==> src/rtl/bsca_pkg.sv <==
// ============================================================================
// bsca_pkg
// Shared widths, constants, codes and the sequencer program for the
// barometric compensation block.
// ============================================================================
`default_nettype none

package bsca_pkg;

    localparam int DEF_WINDOW = 10;

    localparam int RAW_W     = 24;
    localparam int CAL_W     = 16;
    localparam int CFG_IDX_W = 3;
    localparam int VAL_W     = 32;
    localparam int AVG_W     = 36;

    localparam int DT_W   = 26;
    localparam int TEMP_W = 20;
    localparam int OS_W   = 40;
    localparam int MUL_W  = 26;
    localparam int PROD_W = 2 * MUL_W;
    localparam int ACC_W  = 62;

    localparam int REF_TEMP_SHIFT = 8;
    localparam int TEMP_SHIFT     = 23;
    localparam int OFFSET_SHIFT   = 16;
    localparam int OFF_TC_SHIFT   = 7;
    localparam int SENS_SHIFT     = 15;
    localparam int SENS_TC_SHIFT  = 8;
    localparam int DT2_SHIFT      = 31;
    localparam int P_SHIFT        = 21;
    localparam int P_DIV_SHIFT    = 15;
    localparam int SENS_SPLIT     = 20;
    localparam int Q_FRAC         = 4;
    localparam int DIGITS         = 8;

    localparam logic signed [TEMP_W-1:0] TEMP_REF = TEMP_W'(2000);

    localparam int STEP_W = 4;
    typedef logic [STEP_W-1:0] step_t;

    typedef enum logic {
        SEQ_IDLE,
        SEQ_RUN
    } seq_state_t;

    typedef enum logic [3:0] {
        OP_NONE,
        OP_DT,
        OP_TEMP,
        OP_OFF,
        OP_SENS,
        OP_LOWCORR,
        OP_TEMP2,
        OP_ACC_LO,
        OP_ACC_HI,
        OP_PDIFF,
        OP_PRES,
        OP_SUMS,
        OP_DIV,
        OP_EMIT
    } alu_op_t;

    typedef enum logic [2:0] {
        MUL_NONE,
        MUL_DT_SLOPE,
        MUL_DT_OFF_TC,
        MUL_DT_SENS_TC,
        MUL_TD_SQ,
        MUL_DT_SQ,
        MUL_RAW_SLO,
        MUL_RAW_SHI
    } mul_op_t;

    typedef enum logic [1:0] {
        JMP_NEXT,
        JMP_WARM,
        JMP_DIV_WAIT,
        JMP_EMIT
    } jmp_t;

    typedef enum logic [CFG_IDX_W-1:0] {
        REG_SENS,
        REG_OFFSET,
        REG_SENS_TC,
        REG_OFFSET_TC,
        REG_REF_TEMP,
        REG_TEMP_SLOPE
    } cfg_reg_t;

    typedef struct packed {
        alu_op_t alu;
        mul_op_t mul;
        jmp_t    jmp;
        step_t   target;
    } ucode_t;

    localparam step_t STEP_START = 4'd0;
    localparam step_t STEP_PRESS = 4'd7;

    function automatic ucode_t ucode_rom(input step_t step);
        ucode_t uc;
        uc = '{alu: OP_NONE, mul: MUL_NONE, jmp: JMP_NEXT, target: STEP_START};
        unique case (step)
            4'd0:  uc.alu = OP_DT;
            4'd1:  uc.mul = MUL_DT_SLOPE;
            4'd2:  begin uc.alu = OP_TEMP;    uc.mul = MUL_DT_OFF_TC;  end
            4'd3:  begin uc.alu = OP_OFF;     uc.mul = MUL_DT_SENS_TC; end
            4'd4:
            begin
                uc.alu    = OP_SENS;
                uc.mul    = MUL_TD_SQ;
                uc.jmp    = JMP_WARM;
                uc.target = STEP_PRESS;
            end
            4'd5:  begin uc.alu = OP_LOWCORR; uc.mul = MUL_DT_SQ;      end
            4'd6:  uc.alu = OP_TEMP2;
            4'd7:  uc.mul = MUL_RAW_SLO;
            4'd8:  begin uc.alu = OP_ACC_LO;  uc.mul = MUL_RAW_SHI;    end
            4'd9:  uc.alu = OP_ACC_HI;
            4'd10: uc.alu = OP_PDIFF;
            4'd11: uc.alu = OP_PRES;
            4'd12: uc.alu = OP_SUMS;
            4'd13: uc.alu = OP_DIV;
            4'd14: uc.jmp = JMP_DIV_WAIT;
            4'd15: begin uc.alu = OP_EMIT;    uc.jmp = JMP_EMIT;       end
            default: uc.jmp = JMP_NEXT;
        endcase
        return uc;
    endfunction

endpackage

`default_nettype wire

==> src/rtl/bsca_qdiv.sv <==
// ============================================================================
// bsca_qdiv
// Window mean in Q4: trunc(sum * 16 / WINDOW), long division by the constant
// window size, eight quotient bits per cycle.
// ============================================================================
`default_nettype none

module bsca_qdiv #(
    parameter int  WINDOW = bsca_pkg::DEF_WINDOW,
    localparam int SUM_W  = bsca_pkg::VAL_W + $clog2(WINDOW)
) (
    input  logic                              clk,
    input  logic                              rst_n,
    input  logic                              start,
    input  logic signed [SUM_W-1:0]           sum,
    output logic                              busy,
    output logic signed [bsca_pkg::AVG_W-1:0] quot
);
    import bsca_pkg::*;

    localparam int DIV_W     = SUM_W + Q_FRAC;
    localparam int DIV_STEPS = (DIV_W + DIGITS - 1) / DIGITS;
    localparam int DIV_P     = DIV_STEPS * DIGITS;
    localparam int CNT_W     = $clog2(DIV_STEPS + 1);
    localparam int REM_W     = $clog2(WINDOW) + 1;
    localparam int TRY_W     = REM_W + 1;
    localparam logic [TRY_W-1:0] WIN_C = TRY_W'(WINDOW);

    logic             busy_reg;
    logic [CNT_W-1:0] cnt_reg;
    logic             neg_reg;
    logic [DIV_P-1:0] dvd_reg;
    logic [DIV_P-1:0] quo_reg;
    logic [REM_W-1:0] rem_reg;

    logic [SUM_W-1:0]  mag_c;
    logic [REM_W-1:0]  rem_c;
    logic [DIGITS-1:0] qbits_c;
    logic [AVG_W-1:0]  q_mag;

    assign mag_c = sum[SUM_W-1] ? SUM_W'(-sum) : SUM_W'(sum);

    always_comb
    begin
        logic [TRY_W-1:0] trial;
        rem_c   = rem_reg;
        qbits_c = '0;
        for (int i = 0; i < DIGITS; i++)
        begin
            trial = {rem_c, dvd_reg[DIV_P-1-i]};
            if (trial >= WIN_C)
            begin
                rem_c                = REM_W'(trial - WIN_C);
                qbits_c[DIGITS-1-i] = 1'b1;
            end
            else
            begin
                rem_c = REM_W'(trial);
            end
        end
    end

    always_ff @(posedge clk or negedge rst_n)
    begin
        if (!rst_n)
        begin
            busy_reg <= 1'b0;
            cnt_reg  <= '0;
        end
        else if (start)
        begin
            busy_reg <= 1'b1;
            cnt_reg  <= CNT_W'(DIV_STEPS);
        end
        else if (busy_reg)
        begin
            cnt_reg <= cnt_reg - CNT_W'(1);
            if (cnt_reg == CNT_W'(1))
            begin
                busy_reg <= 1'b0;
            end
        end
    end

    always_ff @(posedge clk)
    begin
        if (start)
        begin
            neg_reg <= sum[SUM_W-1];
            dvd_reg <= DIV_P'({mag_c, {Q_FRAC{1'b0}}});
            quo_reg <= '0;
            rem_reg <= '0;
        end
        else if (busy_reg)
        begin
            dvd_reg <= dvd_reg << DIGITS;
            quo_reg <= {quo_reg[DIV_P-DIGITS-1:0], qbits_c};
            rem_reg <= rem_c;
        end
    end

    assign q_mag = quo_reg[AVG_W-1:0];
    assign quot  = neg_reg ? (~q_mag + AVG_W'(1)) : q_mag;
    assign busy  = busy_reg;

endmodule

`default_nettype wire

==> src/rtl/baro_sensor_compensation_avg_top.sv <==
// ============================================================================
// baro_sensor_compensation_avg_top
// Second-order compensated barometric pressure and temperature with
// moving-window means, run by a microcoded sequencer over one shared
// 26x26 multiplier.
// Temperature word: stored, no result.
// Pressure word: runs the sequencer program, with the low-temperature
// correction steps only below the reference temperature; the
// next word is taken once the result is in the output register.
// Reset: asynchronous; clears calibration, stored temperature, ring position
// and sums; ring entries read as zero until written once; input and
// calibration port are held off while reset is asserted.
// ============================================================================
`default_nettype none

module baro_sensor_compensation_avg_top #(
    parameter int WINDOW = bsca_pkg::DEF_WINDOW
) (
    input  logic                                  clk,
    input  logic                                  rst_n,
    input  logic                                  in_valid,
    output logic                                  in_stall,
    input  logic                                  action,
    input  logic [bsca_pkg::RAW_W-1:0]            raw_value,
    output logic                                  out_valid,
    input  logic                                  out_stall,
    output logic signed [bsca_pkg::VAL_W-1:0]     pressure_now,
    output logic signed [bsca_pkg::VAL_W-1:0]     temperature_now,
    output logic signed [bsca_pkg::AVG_W-1:0]     pressure_avg_q4,
    output logic signed [bsca_pkg::AVG_W-1:0]     temperature_avg_q4,
    output logic                                  low_temp_corrected,
    input  logic                                  cfg_valid,
    output logic                                  cfg_ready,
    input  logic [bsca_pkg::CFG_IDX_W-1:0]        cfg_index,
    input  logic [bsca_pkg::CAL_W-1:0]            cfg_data
);
    import bsca_pkg::*;

    localparam int PTR_W = (WINDOW > 1) ? $clog2(WINDOW) : 1;
    localparam int SUM_W = VAL_W + $clog2(WINDOW);

    // calibration
    logic [CAL_W-1:0] cal_sens_reg;
    logic [CAL_W-1:0] cal_offset_reg;
    logic [CAL_W-1:0] cal_sens_tc_reg;
    logic [CAL_W-1:0] cal_offset_tc_reg;
    logic [CAL_W-1:0] cal_ref_temp_reg;
    logic [CAL_W-1:0] cal_temp_slope_reg;

    // sequencer
    seq_state_t state_reg, state_next;
    step_t      step_reg, step_next;
    ucode_t     uc;
    logic       ready_reg;

    // datapath
    logic [RAW_W-1:0]         temp_raw_reg;
    logic [RAW_W-1:0]         raw_reg;
    logic signed [DT_W-1:0]   dt_reg;
    logic signed [TEMP_W-1:0] temp_reg;
    logic signed [OS_W-1:0]   off_reg;
    logic signed [OS_W-1:0]   sens_reg;
    logic signed [PROD_W-1:0] prod_reg;
    logic signed [ACC_W-1:0]  acc_reg;
    logic signed [VAL_W-1:0]  p_reg;
    logic                     low_reg;

    // rings
    logic signed [VAL_W-1:0] mem_p [WINDOW];
    logic signed [VAL_W-1:0] mem_t [WINDOW];
    logic signed [VAL_W-1:0] rd_p_reg;
    logic signed [VAL_W-1:0] rd_t_reg;
    logic [PTR_W-1:0]        pos_reg;
    logic                    wrapped_reg;
    logic signed [SUM_W-1:0] psum_reg;
    logic signed [SUM_W-1:0] tsum_reg;

    // output word
    logic                     out_valid_reg;
    logic signed [VAL_W-1:0]  pressure_now_reg;
    logic signed [VAL_W-1:0]  temperature_now_reg;
    logic signed [AVG_W-1:0]  pressure_avg_reg;
    logic signed [AVG_W-1:0]  temperature_avg_reg;
    logic                     low_out_reg;

    logic                     in_accept_c;
    logic                     out_busy_c;
    logic                     hold_c;
    logic                     exec_c;
    logic                     low_c;
    logic                     emit_c;
    logic                     div_start_c;
    logic                     div_busy_p;
    logic                     div_busy_t;
    logic signed [AVG_W-1:0]  quot_p;
    logic signed [AVG_W-1:0]  quot_t;
    logic signed [MUL_W-1:0]  mul_a;
    logic signed [MUL_W-1:0]  mul_b;
    logic signed [PROD_W-1:0] mul_p;
    logic signed [TEMP_W-1:0] td_c;
    logic signed [PROD_W-1:0] prod_rnd_c;
    logic signed [ACC_W-1:0]  acc_rnd_c;
    logic signed [OS_W-1:0]   off_tc_c;
    logic signed [OS_W-1:0]   sens_tc_c;
    logic signed [OS_W-1:0]   a_c;
    logic signed [OS_W-1:0]   five_a_c;
    logic signed [VAL_W-1:0]  t32_c;
    logic signed [VAL_W-1:0]  old_p_c;
    logic signed [VAL_W-1:0]  old_t_c;

    assign uc          = ucode_rom(step_reg);
    assign in_stall    = (state_reg != SEQ_IDLE) || !ready_reg;
    assign in_accept_c = in_valid && !in_stall;
    assign out_busy_c  = out_valid_reg && out_stall;
    assign low_c       = (temp_reg < TEMP_REF);
    assign hold_c      = ((uc.jmp == JMP_DIV_WAIT) && (div_busy_p || div_busy_t)) ||
                         ((uc.jmp == JMP_EMIT) && out_busy_c);
    assign exec_c      = (state_reg == SEQ_RUN) && !hold_c;
    assign emit_c      = exec_c && (uc.alu == OP_EMIT);
    assign div_start_c = exec_c && (uc.alu == OP_DIV);

    // ---------------- configuration ----------------
    assign cfg_ready = ready_reg;

    always_ff @(posedge clk or negedge rst_n)
    begin
        if (!rst_n)
        begin
            ready_reg <= 1'b0;
        end
        else
        begin
            ready_reg <= 1'b1;
        end
    end

    always_ff @(posedge clk or negedge rst_n)
    begin
        if (!rst_n)
        begin
            cal_sens_reg       <= '0;
            cal_offset_reg     <= '0;
            cal_sens_tc_reg    <= '0;
            cal_offset_tc_reg  <= '0;
            cal_ref_temp_reg   <= '0;
            cal_temp_slope_reg <= '0;
        end
        else if (cfg_valid && cfg_ready)
        begin
            unique case (cfg_index)
                REG_SENS:       cal_sens_reg       <= cfg_data;
                REG_OFFSET:     cal_offset_reg     <= cfg_data;
                REG_SENS_TC:    cal_sens_tc_reg    <= cfg_data;
                REG_OFFSET_TC:  cal_offset_tc_reg  <= cfg_data;
                REG_REF_TEMP:   cal_ref_temp_reg   <= cfg_data;
                REG_TEMP_SLOPE: cal_temp_slope_reg <= cfg_data;
                default: ;
            endcase
        end
    end

    // ---------------- sequencer ----------------
    always_ff @(posedge clk or negedge rst_n)
    begin
        if (!rst_n)
        begin
            state_reg <= SEQ_IDLE;
            step_reg  <= STEP_START;
        end
        else
        begin
            state_reg <= state_next;
            step_reg  <= step_next;
        end
    end

    always_comb
    begin
        state_next = state_reg;
        step_next  = step_reg;
        unique case (state_reg)
            SEQ_IDLE:
            begin
                if (in_accept_c && action)
                begin
                    state_next = SEQ_RUN;
                    step_next  = STEP_START;
                end
            end
            SEQ_RUN:
            begin
                if (!hold_c)
                begin
                    case (uc.jmp)
                        JMP_WARM:
                        begin
                            step_next = low_c ? (step_reg + STEP_W'(1)) : uc.target;
                        end
                        JMP_EMIT:
                        begin
                            state_next = SEQ_IDLE;
                            step_next  = STEP_START;
                        end
                        default: step_next = step_reg + STEP_W'(1);
                    endcase
                end
            end
            default: state_next = SEQ_IDLE;
        endcase
    end

    // ---------------- shared multiplier ----------------
    assign td_c = temp_reg - TEMP_REF;

    always_comb
    begin
        mul_a = '0;
        mul_b = '0;
        case (uc.mul)
            MUL_DT_SLOPE:
            begin
                mul_a = MUL_W'(dt_reg);
                mul_b = MUL_W'({1'b0, cal_temp_slope_reg});
            end
            MUL_DT_OFF_TC:
            begin
                mul_a = MUL_W'(dt_reg);
                mul_b = MUL_W'({1'b0, cal_offset_tc_reg});
            end
            MUL_DT_SENS_TC:
            begin
                mul_a = MUL_W'(dt_reg);
                mul_b = MUL_W'({1'b0, cal_sens_tc_reg});
            end
            MUL_TD_SQ:
            begin
                mul_a = MUL_W'(td_c);
                mul_b = MUL_W'(td_c);
            end
            MUL_DT_SQ:
            begin
                mul_a = MUL_W'(dt_reg);
                mul_b = MUL_W'(dt_reg);
            end
            MUL_RAW_SLO:
            begin
                mul_a = MUL_W'({1'b0, raw_reg});
                mul_b = MUL_W'({1'b0, sens_reg[SENS_SPLIT-1:0]});
            end
            MUL_RAW_SHI:
            begin
                mul_a = MUL_W'({1'b0, raw_reg});
                mul_b = MUL_W'($signed(sens_reg[OS_W-1:SENS_SPLIT]));
            end
            default: ;
        endcase
    end

    assign mul_p = mul_a * mul_b;

    // ---------------- ALU ----------------
    // round toward zero before the arithmetic shifts
    assign prod_rnd_c = prod_reg + (prod_reg[PROD_W-1] ?
                        PROD_W'((64'd1 << TEMP_SHIFT) - 64'd1) : PROD_W'(0));
    assign acc_rnd_c  = acc_reg + (acc_reg[ACC_W-1] ?
                        ACC_W'((64'd1 << P_DIV_SHIFT) - 64'd1) : ACC_W'(0));
    assign off_tc_c   = OS_W'(prod_reg >>> OFF_TC_SHIFT);
    assign sens_tc_c  = OS_W'(prod_reg >>> SENS_TC_SHIFT);
    assign a_c        = OS_W'(prod_reg);
    assign five_a_c   = (a_c <<< 2) + a_c;
    assign t32_c      = VAL_W'(temp_reg);

    always_ff @(posedge clk)
    begin
        if (in_accept_c && action)
        begin
            raw_reg <= raw_value;
        end
        if (exec_c)
        begin
            if (uc.mul != MUL_NONE)
            begin
                prod_reg <= mul_p;
            end
            case (uc.alu)
                OP_DT:
                begin
                    dt_reg <= DT_W'({2'b00, temp_raw_reg}) -
                              DT_W'({2'b00, cal_ref_temp_reg, {REF_TEMP_SHIFT{1'b0}}});
                end
                OP_TEMP:    temp_reg <= TEMP_REF + TEMP_W'(prod_rnd_c >>> TEMP_SHIFT);
                OP_OFF:
                begin
                    off_reg <= OS_W'({cal_offset_reg, {OFFSET_SHIFT{1'b0}}}) + off_tc_c;
                end
                OP_SENS:
                begin
                    sens_reg <= OS_W'({cal_sens_reg, {SENS_SHIFT{1'b0}}}) + sens_tc_c;
                    low_reg  <= low_c;
                end
                OP_LOWCORR:
                begin
                    off_reg  <= off_reg - (five_a_c >>> 1);
                    sens_reg <= sens_reg - (five_a_c >>> 2);
                end
                OP_TEMP2:   temp_reg <= temp_reg - TEMP_W'(prod_reg >>> DT2_SHIFT);
                OP_ACC_LO:  acc_reg <= ACC_W'(prod_reg);
                OP_ACC_HI:  acc_reg <= acc_reg + (ACC_W'(prod_reg) <<< SENS_SPLIT);
                OP_PDIFF:   acc_reg <= (acc_reg >>> P_SHIFT) - ACC_W'(off_reg);
                OP_PRES:    p_reg <= VAL_W'(acc_rnd_c >>> P_DIV_SHIFT);
                default: ;
            endcase
        end
    end

    // ---------------- rings and running sums ----------------
    assign old_p_c = wrapped_reg ? rd_p_reg : '0;
    assign old_t_c = wrapped_reg ? rd_t_reg : '0;

    always_ff @(posedge clk)
    begin
        if (exec_c && (uc.alu == OP_SUMS))
        begin
            mem_p[pos_reg] <= p_reg;
            mem_t[pos_reg] <= t32_c;
        end
        if (in_accept_c && action)
        begin
            rd_p_reg <= mem_p[pos_reg];
            rd_t_reg <= mem_t[pos_reg];
        end
    end

    always_ff @(posedge clk or negedge rst_n)
    begin
        if (!rst_n)
        begin
            temp_raw_reg <= '0;
            pos_reg      <= '0;
            wrapped_reg  <= 1'b0;
            psum_reg     <= '0;
            tsum_reg     <= '0;
        end
        else
        begin
            if (in_accept_c && !action)
            begin
                temp_raw_reg <= raw_value;
            end
            if (exec_c && (uc.alu == OP_SUMS))
            begin
                psum_reg <= psum_reg + SUM_W'(p_reg) - SUM_W'(old_p_c);
                tsum_reg <= tsum_reg + SUM_W'(t32_c) - SUM_W'(old_t_c);
                if (pos_reg == PTR_W'(WINDOW - 1))
                begin
                    pos_reg     <= '0;
                    wrapped_reg <= 1'b1;
                end
                else
                begin
                    pos_reg <= pos_reg + PTR_W'(1);
                end
            end
        end
    end

    bsca_qdiv #(
        .WINDOW (WINDOW)
    ) u_div_p (
        .clk   (clk),
        .rst_n (rst_n),
        .start (div_start_c),
        .sum   (psum_reg),
        .busy  (div_busy_p),
        .quot  (quot_p)
    );

    bsca_qdiv #(
        .WINDOW (WINDOW)
    ) u_div_t (
        .clk   (clk),
        .rst_n (rst_n),
        .start (div_start_c),
        .sum   (tsum_reg),
        .busy  (div_busy_t),
        .quot  (quot_t)
    );

    // ---------------- output register ----------------
    always_ff @(posedge clk or negedge rst_n)
    begin
        if (!rst_n)
        begin
            out_valid_reg <= 1'b0;
        end
        else if (emit_c)
        begin
            out_valid_reg <= 1'b1;
        end
        else if (!out_stall)
        begin
            out_valid_reg <= 1'b0;
        end
    end

    always_ff @(posedge clk)
    begin
        if (emit_c)
        begin
            pressure_now_reg    <= p_reg;
            temperature_now_reg <= t32_c;
            pressure_avg_reg    <= quot_p;
            temperature_avg_reg <= quot_t;
            low_out_reg         <= low_reg;
        end
    end

    assign out_valid          = out_valid_reg;
    assign pressure_now       = pressure_now_reg;
    assign temperature_now    = temperature_now_reg;
    assign pressure_avg_q4    = pressure_avg_reg;
    assign temperature_avg_q4 = temperature_avg_reg;
    assign low_temp_corrected = low_out_reg;

endmodule

`default_nettype wire

==> config.mk <==
export PLATFORM = sky130hd
export DESIGN_NAME = baro_sensor_compensation_avg_top
export DESIGN_NICKNAME = d
export VERILOG_FILES = /design/src/rtl/bsca_pkg.sv /design/src/rtl/bsca_qdiv.sv /design/src/rtl/baro_sensor_compensation_avg_top.sv
export SDC_FILE = /design/constraint.sdc
export NUM_CORES = 2
export LEC_CHECK = 0
export BUFFER_PORTS_ARGS = -buffer_cell sky130_fd_sc_hd__buf_2
export CORE_MARGIN = 10
export CORE_UTILIZATION = 40
export CTS_CLUSTER_SIZE = 30
export DETAILED_ROUTE_END_ITERATION = 6
export GPL_ROUTABILITY_DRIVEN = 0
export PLACE_DENSITY = 0.62
export SLEW_MARGIN = 20
export SYNTH_ARGS = -nofsm -noshare
export SYNTH_HDL_FRONTEND = slang
export SYNTH_SLANG_ARGS = --single-unit
==> constraint.sdc <==
create_clock -name clk -period 21.4 [get_ports clk]
set_input_delay 3.21 -clock clk [delete_from_list [all_inputs] [get_ports clk]]
set_output_delay 3.21 -clock clk [all_outputs]
set_load 0.1 [all_outputs]
==> run summary <==
Max Freq: 86.16 MHz
most frequent cells in the layout: 1180 x inv_1, 1067 x edfxtp_1, 976 x nand2_1
die area: 267600 sq um
CP most frequent cell: fa_1
skew final: 36.39 ps
io pins: 189
Final Max Tran Viols: 0
max reg flops: 320
CTS Buf Count: 156
worst reg2reg setup slack: 9790 ps
largest area contributor in the netlist: edfxtp_1
Slew headroom: 22.95%
hold depth: 0
Post-route DRC: 1
layout overhead on the synthesized area: 10.54%
Post-Syn Nets: 10620
setup total negative slack: 0 ps
Hold Path Class: reg -> reg
Worst Min Path Start: temp_raw_reg[3]$_DFFE_PN0P_
fin nets: 10750
root buffer cell: clkbuf_16
Final Hold Vio Count: 0
critical path data arrival time: 12160 ps
Seq cells post-synth: 1361
Starting Density: 40.23%
core footprint: 245900 sq um
Synth area leaders: edfxtp_1 32%, fa_1 16%, ha_1 6.8%, dfrtp_1 5.4%, inv_1 4.5%
Max FO, Critical Path: 20
top_reg_cell synth: edfxtp_1
unrepaired setup endpoints after global routing: false
clk slew on worst S/H paths: 60 ps
post-route ant nets: 0
worst r2r src: step_reg[0]$_DFFE_PN0P_
Die Height: 517.3 um
wire per inst: 22.65 um
period utilization: 54.24%
Iteration-0 DRC Markers: 6376
TritonRoute pass-1 iters: 7
post-CTS sizing: 0
EDFF count, synth: 1067
WL final: 288.6 mm
reg-to-reg endpoint: prod_reg[44]$_DFFE_PP_
synth unique cells: 101
max-cap violations: 0
dpl hpwl: 216.1 mm
top-area cell type share of the netlist area: 32.39%
CP Class: reg -> reg
IO buf count: 188
Seq/Total Area, Yosys: 39.41%
leading cell type in the layout, fill and taps excluded: inv_1
GRT Util Overall: 21.29%
vias in the first global route: 71900
YS warnings: 0
Die W: 517.3 um
first-pass GRT wire length: 439.6 mm
final number of setup-violating endpoints: 0
H-tree Lvls: 4
Mapped Avg Cell Area: 10.68 sq um
failing checks: design-rule violations
WHS: 446.6 ps
Vias/cell: 5.567
Synth async-reset ratio: 15.58%
Worst-Margin Slew: 1148 ps
status: finished with violations
CTS tree: built
FP Rows: 182
R2R cell count: 34
Setup Buffers After CTS: 0
WP data required: 21950 ps
vias: 70950
min Tclk post-route: 11610 ps
Hold Path Sink: dt_reg[3]$_DFFE_PP_
crit path launch: step_reg[0]$_DFFE_PN0P_
insertion delay to the later sink of the worst-skew pair: 830 ps
cts-stage hold buffer count: 0
Post-Synthesis Cells: 9263
Max clock buf depth: 3
antenna violations before repair: 21
CTS Sinks: 1361
endpoint class of the critical path: flip-flop
Worst path max stage delay: 960 ps
element type at the critical path start: flip-flop
Slowest-stage cell, CP: a221o_1
pin count of the biggest net entering global routing: 141
grt ovf: 0
Post-Syn Area: 98930 sq um
layout cell share with drive strength beyond 1: 9.548%
==> worst max-delay path by stage <==
stage,end,cells after the start
floorplan,low_temp_corrected$_DFFE_PP_,6
global placement,prod_reg[48]$_DFFE_PP_,33
detailed placement,prod_reg[44]$_DFFE_PP_,32
CTS,prod_reg[44]$_DFFE_PP_,32
global route,prod_reg[48]$_DFFE_PP_,38
finish,prod_reg[44]$_DFFE_PP_,34
==> cell type report <==
type | instances | area (sq um)
multi-input cells | 6350 | 54390
repair buffers | 337 | 2092
flip-flops and latches | 1361 | 39000
fillers | 22760 | 136600
clock inverters | 90 | 1115
clock buffers | 195 | 4260
diodes | 5 | 12.51
well taps | 3220 | 4029
inverters | 1187 | 4456
==> Yosys cell counts (all sizes together) (38+ instances only) <==
master,number
a211oi,114
a21o,142
a21oi,376
a31oi,38
and2,107
and3,49
buf,52
clkbuf,313
dfrtp,212
dfxtp,82
edfxtp,1067
fa,773
ha,537
inv,1181
mux2,109
mux2i,133
mux4,104
nand2,977
nand2b,90
nand3,122
nand4,45
nor2,629
nor2b,108
nor3,108
o21a,59
o21ai,513
o31ai,80
or3,66
xnor2,416
xor2,134
==> through the flow <==
stage / cells / utilization, % / area (sq um) / setup slack, ps
after floorplan: 9263 / - / 98930 / 4755
after global placement: 12450 / 42.26 / 103900 / 10110
after detailed placement: 12450 / 42.27 / 103900 / 9844
after CTS: 12740 / 44.45 / 109300 / 9841
after global routing: 12740 / 44.46 / 109300 / 9134
final: 12750 / 44.47 / 109400 / 9793
==> routing by layer <==
layer,vias up,GRT usage (%),part of all wire [%],wire length (um)
met5,-,0,0.053,154
met4,26,11.06,6.3,18060
met3,676,4.114,7.7,22240
met2,2671,34.53,46,133000
met1,35370,27.10,40,115200
li1,32210,-,-,-
==> kinds of logic (layout without fill, tap and decap cells) <==
kind of cell	Yosys count	after routing	synth area share, %
compound gates	1704	1704	11.14
flops	1361	1361	39.41
simple gates	2436	2436	11.20
mux	346	346	4.954
other cells	1	6	0.003790
buf+inv	1552	1809	5.964
fa+ha+maj	1313	1313	22.46
xor+xnor	550	550	4.869
==> worst max-delay path, delay by kind of cell (launching register included) <==
family | cells | cell delay [ps]
buffers and inverters | 4 | 470
xor gates and xnor gates | 1 | 90
adders and majority gates | 9 | 4330
and+or+nand+nor | 9 | 2310
AOI/OAI and AO/OA | 11 | 3680
DFF | 1 | 430
Power is not shown: default switching activity piles up to over one toggle a cycle in this logic, so the estimate is an artifact.
